===== src/sv/selective_repeat_sender_window_core_defines.svh =====
// ----------------------------------------------------------------------------
// Selective-repeat sender window: assertion macros
// Clocked assertion wrappers, compiled out when NO_ASSERTIONS is defined.
// ----------------------------------------------------------------------------
`ifndef SELECTIVE_REPEAT_SENDER_WINDOW_CORE_DEFINES_SVH
`define SELECTIVE_REPEAT_SENDER_WINDOW_CORE_DEFINES_SVH
`ifndef NO_ASSERTIONS
`define SRSW_ASSERT_ALWAYS(label, expr, msg) \
  label: assert property (@(posedge clk) disable iff (rst) (expr)) else $error(msg);
`define SRSW_ASSERT_NEXT(label, ante, cons, msg) \
  label: assert property (@(posedge clk) disable iff (rst) (ante) |=> (cons)) else $error(msg);
`else
`define SRSW_ASSERT_ALWAYS(label, expr, msg)
`define SRSW_ASSERT_NEXT(label, ante, cons, msg)
`endif
`endif


===== src/sv/srsw_pkg.sv =====
`timescale 1ns / 1ps
// ----------------------------------------------------------------------------
// Selective-repeat sender window package
// Widths, codes and types shared by the window cells and the core.
// ----------------------------------------------------------------------------
package srsw_pkg;
  localparam int SLOTS = 31;
  localparam int POS_W = 5;
  localparam int LEN_W = 10;
  localparam int AGE_W = 32;
  localparam int SEQ_W = 8;
  localparam int WIN_W = 5;
  localparam int ACT_W = 3;
  localparam int OP_W  = 2;

  localparam logic [LEN_W-1:0] MAX_PAYLOAD   = 10'd512;
  localparam logic [AGE_W-1:0] TIMEOUT_RESET = 32'd5000;
  localparam logic [WIN_W-1:0] LIMIT_RESET   = 5'd31;
  localparam logic [POS_W-1:0] LAST_POS      = 5'(SLOTS - 1);

  localparam logic [OP_W-1:0] OP_SEND = 2'd0;
  localparam logic [OP_W-1:0] OP_ACK  = 2'd1;
  localparam logic [OP_W-1:0] OP_NACK = 2'd2;
  localparam logic [OP_W-1:0] OP_TICK = 2'd3;

  localparam logic [ACT_W-1:0] ACT_NONE    = 3'd0;
  localparam logic [ACT_W-1:0] ACT_SEND    = 3'd1;
  localparam logic [ACT_W-1:0] ACT_RETX    = 3'd2;
  localparam logic [ACT_W-1:0] ACT_REFUSED = 3'd3;
  localparam logic [ACT_W-1:0] ACT_IGNORED = 3'd4;

  typedef logic [LEN_W-1:0] len_t;
  typedef logic [AGE_W-1:0] age_t;

  typedef struct packed {
    logic             shift;
    logic             load;
    logic [POS_W-1:0] load_pos;
  } chain_ctrl_t;
endpackage


===== src/sv/srsw_cell.sv =====
`timescale 1ns / 1ps
// ----------------------------------------------------------------------------
// Window cell
// Holds one outstanding entry; loads a new packet or takes its neighbour's.
// ----------------------------------------------------------------------------
module srsw_cell (
  input  logic          clk,
  input  logic          shift,
  input  logic          load,
  input  srsw_pkg::len_t load_len,
  input  srsw_pkg::len_t nbr_len,
  input  srsw_pkg::age_t nbr_age,
  output srsw_pkg::len_t len,
  output srsw_pkg::age_t age
);
  always_ff @(posedge clk) begin
    if (load) begin
      len <= load_len;
      age <= '0;
    end else if (shift) begin
      len <= nbr_len;
      age <= nbr_age;
    end
  end
endmodule


===== src/sv/srsw_chain.sv =====
`timescale 1ns / 1ps
// ----------------------------------------------------------------------------
// Window chain
// Ring of cells ordered from the oldest entry; rotates towards the head.
// ----------------------------------------------------------------------------
module srsw_chain (
  input  logic                 clk,
  input  srsw_pkg::chain_ctrl_t ctrl,
  input  srsw_pkg::len_t        load_len,
  input  srsw_pkg::len_t        tail_len,
  input  srsw_pkg::age_t        tail_age,
  output srsw_pkg::len_t        head_len,
  output srsw_pkg::age_t        head_age
);
  srsw_pkg::len_t len_q [srsw_pkg::SLOTS];
  srsw_pkg::age_t age_q [srsw_pkg::SLOTS];

  for (genvar i = 0; i < srsw_pkg::SLOTS; i++) begin : g_cell
    srsw_pkg::len_t nbr_len;
    srsw_pkg::age_t nbr_age;
    if (i == srsw_pkg::SLOTS - 1) begin : g_tail
      assign nbr_len = tail_len;
      assign nbr_age = tail_age;
    end else begin : g_mid
      assign nbr_len = len_q[i+1];
      assign nbr_age = age_q[i+1];
    end
    srsw_cell u_cell (
      .clk      (clk),
      .shift    (ctrl.shift),
      .load     (ctrl.load && (ctrl.load_pos == srsw_pkg::POS_W'(i))),
      .load_len (load_len),
      .nbr_len  (nbr_len),
      .nbr_age  (nbr_age),
      .len      (len_q[i]),
      .age      (age_q[i])
    );
  end

  assign head_len = len_q[0];
  assign head_age = age_q[0];
endmodule


===== src/sv/selective_repeat_sender_window_core.sv =====
`timescale 1ns / 1ps
// ----------------------------------------------------------------------------
// Selective-repeat sender window core
// Tracks outstanding packets, sequence numbers and timeouts for the sender.
// ----------------------------------------------------------------------------
// channel   direction  signals
// in        sink       in_valid/in_ready: operation seqnum window payload_length
// out       source     out_valid/out_ready: action out_seqnum slot out_length
//                      can_send outstanding last
// cfg       sink       cfg_wr_en/cfg_wr_data: timeout_ticks
//
// Send, out-of-window ack/nack, ack freeing nothing and tick with nothing
// outstanding: no rotation. Ack freeing k entries: k rotation steps, then
// finish. Nack and tick: one full rotation of the 31-cell ring, then finish.
// Reset clears the counters and resets limit and timeout; cells are undefined.
// A stalled output word holds the rotation where it stands.
// ----------------------------------------------------------------------------
`include "selective_repeat_sender_window_core_defines.svh"

module selective_repeat_sender_window_core (
  input  logic        clk,
  input  logic        rst,
  input  logic        in_valid,
  output logic        in_ready,
  input  logic [1:0]  operation,
  input  logic [7:0]  seqnum,
  input  logic [4:0]  window,
  input  logic [9:0]  payload_length,
  output logic        out_valid,
  input  logic        out_ready,
  output logic [2:0]  action,
  output logic [7:0]  out_seqnum,
  output logic [4:0]  slot,
  output logic [9:0]  out_length,
  output logic        can_send,
  output logic [4:0]  outstanding,
  output logic        last,
  input  logic        cfg_wr_en,
  input  logic [31:0] cfg_wr_data
);
  localparam logic [1:0] ST_IDLE = 2'd0;
  localparam logic [1:0] ST_ROT  = 2'd1;
  localparam logic [1:0] ST_FIN  = 2'd2;

  localparam int PW = srsw_pkg::POS_W;
  localparam int SW = srsw_pkg::SEQ_W;

  // architectural state
  logic [1:0]                 st;
  logic [SW-1:0]              next_seq;
  logic [PW-1:0]              oldest_slot;
  logic [PW-1:0]              count;
  logic [srsw_pkg::WIN_W-1:0] limit;
  srsw_pkg::age_t             timeout;

  // rotation context
  logic [srsw_pkg::OP_W-1:0]  r_op;
  logic [PW-1:0]              r_len;    // rotations to run
  logic [PW-1:0]              r_hit;    // nack position
  logic [SW-1:0]              r_seq;
  logic [srsw_pkg::WIN_W-1:0] r_win;
  logic [PW-1:0]              step;
  logic [PW-1:0]              scan_slot;
  logic [SW-1:0]              scan_seq;

  // held retransmission, released once the next one (or the end) is known
  logic                 hvalid;
  logic [SW-1:0]        h_seq;
  logic [PW-1:0]        h_slot;
  srsw_pkg::len_t       h_len;

  srsw_pkg::chain_ctrl_t ctrl;
  srsw_pkg::len_t        head_len, tail_len, load_len;
  srsw_pkg::age_t        head_age, tail_age, age_inc;

  logic                  adv, accept, rot_go, rot_end;
  logic [SW-1:0]         oldest_seq, offset;
  logic [PW:0]           slot_sum;
  logic [PW-1:0]         send_slot, scan_slot_inc;
  logic                  room, in_range, expired, retx;
  logic [PW-1:0]         count_next;
  logic [srsw_pkg::WIN_W-1:0] limit_next;

  // emitted word
  logic                        emit, e_last;
  logic [srsw_pkg::ACT_W-1:0]  e_act;
  logic [SW-1:0]               e_seq;
  logic [PW-1:0]               e_slot;
  srsw_pkg::len_t              e_len;

  assign adv      = !out_valid || out_ready;
  assign in_ready = (st == ST_IDLE) && adv;
  assign accept   = in_valid && in_ready;
  assign rot_go   = (st == ST_ROT) && adv;
  assign rot_end  = rot_go && (step == r_len - PW'(1));

  assign oldest_seq = next_seq - SW'(count);
  assign offset     = seqnum - oldest_seq;
  assign room       = (count < limit) && (count < srsw_pkg::LAST_POS + PW'(1));

  assign slot_sum  = {1'b0, oldest_slot} + {1'b0, count};
  assign send_slot = (slot_sum >= (PW+1)'(srsw_pkg::SLOTS))
                     ? PW'(slot_sum - (PW+1)'(srsw_pkg::SLOTS)) : slot_sum[PW-1:0];
  assign scan_slot_inc = (scan_slot == srsw_pkg::LAST_POS) ? '0 : scan_slot + PW'(1);

  assign load_len = (payload_length > srsw_pkg::MAX_PAYLOAD)
                    ? srsw_pkg::MAX_PAYLOAD : payload_length;

  // head processing on each rotation step
  assign age_inc  = (head_age != '1) ? head_age + srsw_pkg::AGE_W'(1) : head_age;
  assign in_range = step < count;
  assign expired  = age_inc > timeout;
  assign retx     = rot_go && (r_op == srsw_pkg::OP_TICK) && in_range && expired;

  always_comb begin
    tail_len = head_len;
    tail_age = head_age;
    if (r_op == srsw_pkg::OP_TICK && in_range) begin
      tail_age = expired ? '0 : age_inc;
    end else if (r_op == srsw_pkg::OP_NACK && step == r_hit) begin
      tail_age = '0;
    end
  end

  assign ctrl.shift    = rot_go;
  assign ctrl.load     = accept && (operation == srsw_pkg::OP_SEND) && room;
  assign ctrl.load_pos = count;

  srsw_chain u_chain (
    .clk      (clk),
    .ctrl     (ctrl),
    .load_len (load_len),
    .tail_len (tail_len),
    .tail_age (tail_age),
    .head_len (head_len),
    .head_age (head_age)
  );

  // next counters, used both for the state and for the status in the word
  always_comb begin
    count_next = count;
    limit_next = limit;
    if (ctrl.load) begin
      count_next = count + PW'(1);
    end
    if (accept && operation == srsw_pkg::OP_ACK && offset == '0) begin
      limit_next = window;
    end
    if (rot_end && r_op == srsw_pkg::OP_ACK) begin
      count_next = count - r_len;
      limit_next = r_win;
    end
    if (rot_end && r_op == srsw_pkg::OP_NACK) begin
      limit_next = r_win;
    end
  end

  // word selection
  always_comb begin
    emit   = 1'b0;
    e_last = 1'b1;
    e_act  = srsw_pkg::ACT_NONE;
    e_seq  = '0;
    e_slot = '0;
    e_len  = '0;
    if (accept) begin
      unique case (operation)
        srsw_pkg::OP_SEND: begin
          emit = 1'b1;
          if (room) begin
            e_act  = srsw_pkg::ACT_SEND;
            e_seq  = next_seq;
            e_slot = send_slot;
            e_len  = load_len;
          end else begin
            e_act = srsw_pkg::ACT_REFUSED;
          end
        end
        srsw_pkg::OP_ACK: begin
          if (offset > SW'(count)) begin
            emit  = 1'b1;
            e_act = srsw_pkg::ACT_IGNORED;
          end else if (offset == '0) begin
            emit = 1'b1;
          end
        end
        srsw_pkg::OP_NACK: begin
          if (offset >= SW'(count)) begin
            emit  = 1'b1;
            e_act = srsw_pkg::ACT_IGNORED;
          end
        end
        srsw_pkg::OP_TICK: begin
          emit = (count == '0);
        end
        default: emit = 1'b0;
      endcase
    end else if (retx && hvalid) begin
      emit   = 1'b1;
      e_last = 1'b0;
      e_act  = srsw_pkg::ACT_RETX;
      e_seq  = h_seq;
      e_slot = h_slot;
      e_len  = h_len;
    end else if (st == ST_FIN && adv) begin
      emit = 1'b1;
      if (hvalid) begin
        e_act  = srsw_pkg::ACT_RETX;
        e_seq  = h_seq;
        e_slot = h_slot;
        e_len  = h_len;
      end
    end
  end

  always_ff @(posedge clk) begin
    if (rst) begin
      st          <= ST_IDLE;
      next_seq    <= '0;
      oldest_slot <= '0;
      count       <= '0;
      limit       <= srsw_pkg::LIMIT_RESET;
      timeout     <= srsw_pkg::TIMEOUT_RESET;
      out_valid   <= 1'b0;
      hvalid      <= 1'b0;
    end else begin
      count <= count_next;
      limit <= limit_next;
      if (cfg_wr_en) begin
        timeout <= cfg_wr_data;
      end
      if (emit) begin
        out_valid <= 1'b1;
      end else if (out_ready) begin
        out_valid <= 1'b0;
      end
      if (ctrl.load) begin
        next_seq <= next_seq + SW'(1);
      end
      unique case (st)
        ST_IDLE: begin
          if (accept && !emit) begin
            // start a rotation from the oldest entry
            st     <= ST_ROT;
            hvalid <= 1'b0;
            r_len  <= (operation == srsw_pkg::OP_ACK) ? offset[PW-1:0]
                                                      : srsw_pkg::LAST_POS + PW'(1);
          end
        end
        ST_ROT: begin
          if (rot_end) begin
            st <= ST_FIN;
            if (r_op == srsw_pkg::OP_ACK) begin
              oldest_slot <= scan_slot_inc;
            end
          end
          if (retx) begin
            hvalid <= 1'b1;
          end else if (rot_go && r_op == srsw_pkg::OP_NACK && step == r_hit) begin
            hvalid <= 1'b1;
          end
        end
        ST_FIN: begin
          if (adv) begin
            st     <= ST_IDLE;
            hvalid <= 1'b0;
          end
        end
        default: st <= ST_IDLE;
      endcase
    end
  end

  // payload registers
  always_ff @(posedge clk) begin
    if (emit) begin
      action      <= e_act;
      out_seqnum  <= e_seq;
      slot        <= e_slot;
      out_length  <= e_len;
      last        <= e_last;
      outstanding <= count_next;
      can_send    <= (count_next < limit_next) && (count_next < srsw_pkg::LAST_POS + PW'(1));
    end
    if (accept) begin
      r_op      <= operation;
      r_hit     <= offset[PW-1:0];
      r_seq     <= seqnum;
      r_win     <= window;
      step      <= '0;
      scan_slot <= oldest_slot;
      scan_seq  <= oldest_seq;
    end else if (rot_go) begin
      step      <= step + PW'(1);
      scan_slot <= scan_slot_inc;
      scan_seq  <= scan_seq + SW'(1);
    end
    if (retx) begin
      h_seq  <= scan_seq;
      h_slot <= scan_slot;
      h_len  <= head_len;
    end else if (rot_go && r_op == srsw_pkg::OP_NACK && step == r_hit) begin
      h_seq  <= r_seq;
      h_slot <= scan_slot;
      h_len  <= head_len;
    end
  end

  `SRSW_ASSERT_ALWAYS(a_count_bound, count <= srsw_pkg::LAST_POS + PW'(1), "count beyond ring")
  `SRSW_ASSERT_NEXT(a_ready_idle, in_ready, $past(st) == ST_IDLE, "ready outside idle")
  `SRSW_ASSERT_NEXT(a_fin_last, st == ST_FIN && adv, st == ST_IDLE && out_valid && last, "finish without last word")
endmodule

===== config.mk =====
export PLATFORM = sky130hd
export DESIGN_NAME = selective_repeat_sender_window_core
export DESIGN_NICKNAME = d
export VERILOG_FILES = /design/src/sv/srsw_pkg.sv /design/src/sv/srsw_cell.sv /design/src/sv/srsw_chain.sv /design/src/sv/selective_repeat_sender_window_core.sv
export VERILOG_INCLUDE_DIRS = /design/src /design/src/sv
export SDC_FILE = /design/constraint.sdc
export NUM_CORES = 2
export LEC_CHECK = 0
export ABC_CLOCK_PERIOD_IN_PS = 12000
export BUFFER_PORTS_ARGS = -buffer_cell sky130_fd_sc_hd__buf_2
export CAP_MARGIN = 20
export CELL_PAD_IN_SITES_DETAIL_PLACEMENT = 1
export CELL_PAD_IN_SITES_GLOBAL_PLACEMENT = 2
export CORE_MARGIN = 4
export CORE_UTILIZATION = 42
export CTS_CLUSTER_SIZE = 28
export DETAILED_ROUTE_END_ITERATION = 12
export HOLD_SLACK_MARGIN = 0.15
export PLACE_DENSITY_LB_ADDON = 0.08
export SETUP_SLACK_MARGIN = 0.5
export SLEW_MARGIN = 25
export SYNTH_ARGS = -nofsm -noshare
export SYNTH_HDL_FRONTEND = slang
export SYNTH_SLANG_ARGS = --single-unit

===== constraint.sdc =====
create_clock -name clk -period 12 [get_ports clk]
set_input_delay 2.4 -clock clk [delete_from_list [all_inputs] [get_ports clk]]
set_output_delay 2.4 -clock clk [all_outputs]
set_load 0.02 [all_outputs]

## Yosys cells after proc, flatten, opt, wreduce, memory -nomap -nowiden

Index checks and enable logic that the tools add are counted.

| operators by class | value |
|---|---|
| reductions and logical operators | 99 |
| add/sub/neg operators | 12 |
| magnitude comparators | 10 |
| multiplexer cells | 129 |
| equal/unequal tests | 46 |
| bitwise operators | 1 |

Operator list:

| cell | count |
|---|---|
| 10-bit two-way mux | 71 |
| 32-bit two-way mux | 4 |
| 5-bit two-way mux | 17 |
| 5-bit equality test (second input constant) | 16 |
| 8-bit two-way mux | 10 |
| 2-bit nonzero test | 34 |
| 1-bit logical AND | 53 |
| 5-bit by 4-bit equality test with 1-bit output (second input constant) | 8 |
| 32-bit by 1-bit adder with 32-bit output (second input constant) | 1 |
| 32-bit greater-than comparator | 1 |
| 32-bit != test (second input constant) | 1 |
| 5-bit by 3-bit equality test with 1-bit output (second input constant) | 4 |
| 8-bit by 1-bit adder with 8-bit output (second input constant) | 2 |
| 5-bit by 1-bit adder with 5-bit output (second input constant) | 3 |
| 5-bit less-than comparator | 3 |
| 2-bit two-way mux | 7 |
| 1-bit two-way mux | 13 |
| 2-bit equality test (second input constant) | 5 |
| 5-bit by 2-bit equality test with 1-bit output (second input constant) | 2 |
| 5-bit equality test | 2 |
| 10-bit greater-than comparator (second input constant) | 1 |
| 5-bit less-than comparator (second input constant) | 2 |
| 3-bit two-way mux | 3 |
| 3-bit case mux with 3 select lines | 1 |
| other kinds (26) | 33 |

| word-level totals | value |
|---|---|
| output and inout port bits | 35 |
| register bits after elaboration | 1460 |
| word-level logic and storage cells | 385 |
| bits of input ports | 62 |

## Longest topological paths before layout

| depth | value |
|---|---|
| word-level depth | 13 |
| mapped depth | 22 |
| depth with buffers taken out | 21 |

## Cells and area by module

A second synthesis with hierarchy kept.

| second synthesis, totals | value |
|---|---|
| cells, all modules | 4996 |
| area, all modules | 60545.6 um2 |

Modules (own cells, without submodules):

| module | area each (um2) | instances | seq. area each (um2) | cells an instance |
|---|---|---|---|---|
| srsw_cell | 1620.3 | 31 | 940.9 | 126 |
| selective_repeat_sender_window_core | 10085.9 | 1 | 4103.9 | 1044 |
| srsw_chain | 230.2 | 1 | 0.0 | 46 |

## Worst setup path before layout

No wires, ideal clock.

| timing path | value |
|---|---|
| path type | input to register |
| start | in seqnum[0] |
| end | reg action[0], enable pin |
| arrival | 6.177 ns |
| data required time | 11.566 ns |
| path slack | 5.389 ns |
| library setup time | 0.434 ns |
| cell stages on the path | 13 |
| buffers on the path | 0 |
| path through | inv_1 ha_1 fa_1 nand2b_1 o2bb2ai_1 xnor2_1 xnor2_1 ha_1 nand3b_1 o22ai_1 a31o_1 and3_4 a21oi_1 |

| on the way | value |
|---|---|
| word-level cells in the longest chain between the ends | 6 |
| elaborated cells between the ends (all ways) | 9 |
| classes of those cells | 1 x add/sub; 2 x order compare; 5 x mux; 1 x reduce/logical |

Ends and longest elaborated chain:

| element | RTL line | source |
|---|---|---|
| start: declaration | selective_repeat_sender_window_core.sv:26 | `input logic [7:0] seqnum,` |
| 8-bit subtractor * | selective_repeat_sender_window_core.sv:98 | `assign offset = seqnum - oldest_seq;` |
| via offset[4] | selective_repeat_sender_window_core.sv:77 | `logic [SW-1:0] oldest_seq, offset;` |
| parallel branches: the longest is 3 deep, another holds 8-bit by 5-bit greater-or-equal comparator with 1-bit output | n/a |  |
| 1-bit case mux with 4 select lines * | selective_repeat_sender_window_core.sv:167 | `unique case (operation)` |
| 1-bit two-way mux * | selective_repeat_sender_window_core.sv:166 | `if (accept) begin` |
| via emit | selective_repeat_sender_window_core.sv:85 | `logic emit, e_last;` |
| end signal: assignment | selective_repeat_sender_window_core.sv:277 | `action <= e_act;` |
| end: declaration | selective_repeat_sender_window_core.sv:31 | `output logic [2:0] action,` |

Mark *: on every way through the listed nets, which the timed path passes.
A chain may end at the register's enable or synchronous reset.

## Worst setup path after layout

| timing path | value |
|---|---|
| start | in seqnum[0] |
| end | reg can_send (data pin) |

| on the way | value |
|---|---|
| word-level cells in the longest chain between the ends | 8 |

Ends and longest elaborated chain:

| element | RTL line | source |
|---|---|---|
| 8-bit subtractor | selective_repeat_sender_window_core.sv:98 |  |
| 8-bit zero test | selective_repeat_sender_window_core.sv:146 | `if (accept && operation == srsw_pkg::OP_ACK && offset == '0) begin` |
| 1-bit logical AND | selective_repeat_sender_window_core.sv:146 |  |
| 5-bit two-way mux | selective_repeat_sender_window_core.sv:146 |  |
| 5-bit two-way mux | selective_repeat_sender_window_core.sv:149 | `if (rot_end && r_op == srsw_pkg::OP_ACK) begin` |
| 5-bit two-way mux | selective_repeat_sender_window_core.sv:153 | `if (rot_end && r_op == srsw_pkg::OP_NACK) begin` |
| 5-bit less-than comparator | selective_repeat_sender_window_core.sv:283 | `can_send <= (count_next < limit_next) && (count_next < srsw_pkg::LAST_POS + PW'(1));` |
| 1-bit logical AND | selective_repeat_sender_window_core.sv:283 |  |
| end signal: assignment | selective_repeat_sender_window_core.sv:283 |  |
| end: declaration | selective_repeat_sender_window_core.sv:35 | `output logic can_send,` |

Every way passes these cells.

==> results.sh <==
export IMPL_outcome="complete, no violations"
export IMPL_p_leak_nw=23.5
export IMPL_rsz0062_at_grt="false"
export IMPL_synth_nets=6576
export IMPL_port_buffers=96
export IMPL_critical_path_class="in2reg"
export IMPL_synth_area_per_cell_um2=8.79
export IMPL_synthArstFlopShare_pct=0
export IMPL_dieArea_um2=141000
export IMPL_cts_tree="built"
export IMPL_syn_cell_area_um2=56500
export IMPL_grt_antenna_before_repair=2
export IMPL_seq_area_um2=33300
export IMPL_n_fill_cell=15409
export IMPL_fp_row_count=134
export IMPL_clk_latency_ns=0.76
export IMPL_fin_nets=6445
export IMPL_io_pins=97
export IMPL_postCtsSetupBuffers=0
export IMPL_numCtsBuffers=160
export IMPL_die_w_um=375
export IMPL_postCtsHoldBufs=0
export IMPL_cts_resized=0
export IMPL_fp_coreArea_um2=134000
export IMPL_met3_length_um=4260
export IMPL_relSlewSlack_pct=31.9
export IMPL_finalSetupTns_ns=0
export IMPL_maxCapViolCount=0
export IMPL_ys_types=81
export IMPL_skew_ns=0.0203
export IMPL_power_density_nw_per_um2=187
export IMPL_met1_length_um=73500
export IMPL_endpoint_kind="flop"
export IMPL_wl_met2_um=72800
export IMPL_htree_levels=4
export IMPL_dieHeight_um=375
export IMPL_num_vias=43153
export IMPL_timing_hold_violations_final=0
export IMPL_hpwl_um=98200
export IMPL_post_route_util_pct=47.3
export IMPL_grt_first_pass_wirelength_um=244000
export IMPL_critPathLaunchType="primary input"
export IMPL_yosysSeqAreaShare_pct=58.8
export IMPL_final_cell_mix="nand2_1, dfxtp_1, a21oi_1"
export IMPL_fin_crit_sh_pct=49.2
export IMPL_yosys_warnings=0
export IMPL_slew_violations=0
export IMPL_multiInputGateArea_um2=21200
export IMPL_synth_edf_count=404
export IMPL_topRoutingLayerUsed="met5"
export IMPL_clockRootBuffer="clkbuf_16"
export IMPL_period_minus_slack_ns=5.90
export IMPL_cp_data_required_time_ns=12.61
export IMPL_gp_congestion=0.808
export IMPL_synthCells=6429
export IMPL_layout_commonest_cell="nand2_1"
export IMPL_path_clk_slew_ns=0.06
export IMPL_total_power_mw=11.9
export IMPL_grt_use_total_pct=21.5
export IMPL_drcViolationCount=0
export IMPL_grt_ovfl_total=0
export IMPL_arrival_ns=6.51
export IMPL_n_antenna_cell=0
export IMPL_synthToLayoutAreaGrowth_pct=11.9
export IMPL_viasPerCell=5.27
export IMPL_ant_nets=0
export IMPL_layout_drive_gt1_share_pct=7.59
export IMPL_synth_main_ff_cell="dfxtp_1"
export IMPL_vdd_drop_max_uv=122
export IMPL_cts_sinks=1460
export IMPL_ys_ff_latch=1460
export IMPL_finalSetupViolations=0
export IMPL_wirelength_um=154000
export IMPL_first_global_vias=43837
export IMPL_drt_iter0_markers=2721
export IMPL_clockBufferDepth=3
export IMPL_tightest_slew_ns=1.02
export IMPL_drt_pre_antenna_iters=5
export IMPL_grt_max_degree=197
export IMPL_initial_core_util_pct=42.3
export IMPL_hp_class="reg2reg"
export IMPL_fmax_ghz=0.169
export IMPL_worst_path_max_fanout=12
export IMPL_drt_wirelength_per_cell_um=18.8
==> layer usage <==
metal | GRT usage [%] | vias to the layer above
met5 | 0 | -
met4 | 5.31 | 2
met3 | 3.02 | 219
met2 | 35.9 | 436
met1 | 29.6 | 21333
li1 | - | 21163
==> cells by family (layout without fill, tap and decap cells) <==
group / after synthesis / after routing / synth area share [%]
buf+inv: 524 / 522 / 3.76
flops: 1460 / 1460 / 58.8
simple gates: 2726 / 2726 / 19.2
xor+xnor: 82 / 82 / 1.27
fa+ha+maj: 85 / 85 / 1.93
mux: 56 / 56 / 1.04
compound gates: 1496 / 1496 / 14.0
==> power breakdown <==
group	switching, mW	internal (mW)
logic	0.662	0.358
registers	0.296	5.65
clock network	1.99	2.90
total	2.94	8.91
==> area by class of cell <==
| cell class | instances | area share [%] |
|---|---|---|
| clock buffer | 239 | 7.52 |
| clock inverter | 52 | 0.750 |
| inverter | 68 | 0.404 |
| multi-input combinational | 4445 | 33.6 |
| sequential | 1460 | 52.6 |
| tap | 1768 | 3.50 |
| timing repair buffer | 163 | 1.64 |
==> stage by stage <==
stage	std cells	setup slack (ns)	cell area, um^2	hold slack [ns]
global route	8195	5.61	63200	0.452
detailed placement	7904	5.44	58000	0.445
finish	8195	6.10	63200	0.443
floorplan	6429	5.39	56500	0.420
CTS	8195	6.17	63200	0.446
global placement	7902	5.42	57900	0.438
==> cell usage after synthesis (43+ instances only) <==
library cell	count	area share (%)
nand2_1	2386	16
o21ai_0	323	2.9
xor2_1	43	0.67
clkbuf_1	342	2.3
o21ai_1	45	0.40
dfxtp_1	1056	37
buf_2	108	0.96
inv_1	65	0.43
edfxtp_1	404	21
a21oi_1	1003	8.9
nor2_1	120	0.80
ha_1	81	1.8
==> state kept, by name (all words and copies together), names as in the netlist, 5 cells and up <==
name                       flops
limit                          5
step                           5
r_hit                          5
r_len                          5
u_chain.g_cell.u_cell.age    992
out_seqnum                     8
out_length                    10
oldest_slot                    5
h_seq                          8
slot                           5
count                          5
r_seq                          8
h_len                         10
timeout                       32
h_slot                         5
r_win                          5
outstanding                    5
scan_slot                      5
next_seq                       8
scan_seq                       8
u_chain.g_cell.u_cell.len    310
==> path summary, 6_finish.rpt <==
path                                      from                           endpoint  slack (ns)  cells past startpoint
max reg2reg                           count[2]                           can_send        6.13                     21
max                                  seqnum[0]                           can_send        6.10                     18
min          u_chain.g_cell[14].u_cell.age[28]  u_chain.g_cell[13].u_cell.age[28]        0.44                      2
min reg2reg  u_chain.g_cell[14].u_cell.age[28]  u_chain.g_cell[13].u_cell.age[28]        0.44                      2
==> critical path, cell delays in order <==
cell and delay, ns:
buf_2 0.09, inv_1 0.04, ha_1 0.23, fa_1 0.42, nand2b_1 0.16, o2bb2ai_1 0.20
a211oi_2 0.28, nor4b_2 0.25, mux2i_1 0.13, o32ai_2 0.73, a41o_1 0.30, o22ai_2 0.09
ha_1 0.36, a21o_1 0.16, a21o_1 0.18, a21oi_1 0.20, o21ai_0 0.12, o22ai_1 0.17
(Power assumes the default switching activity.)
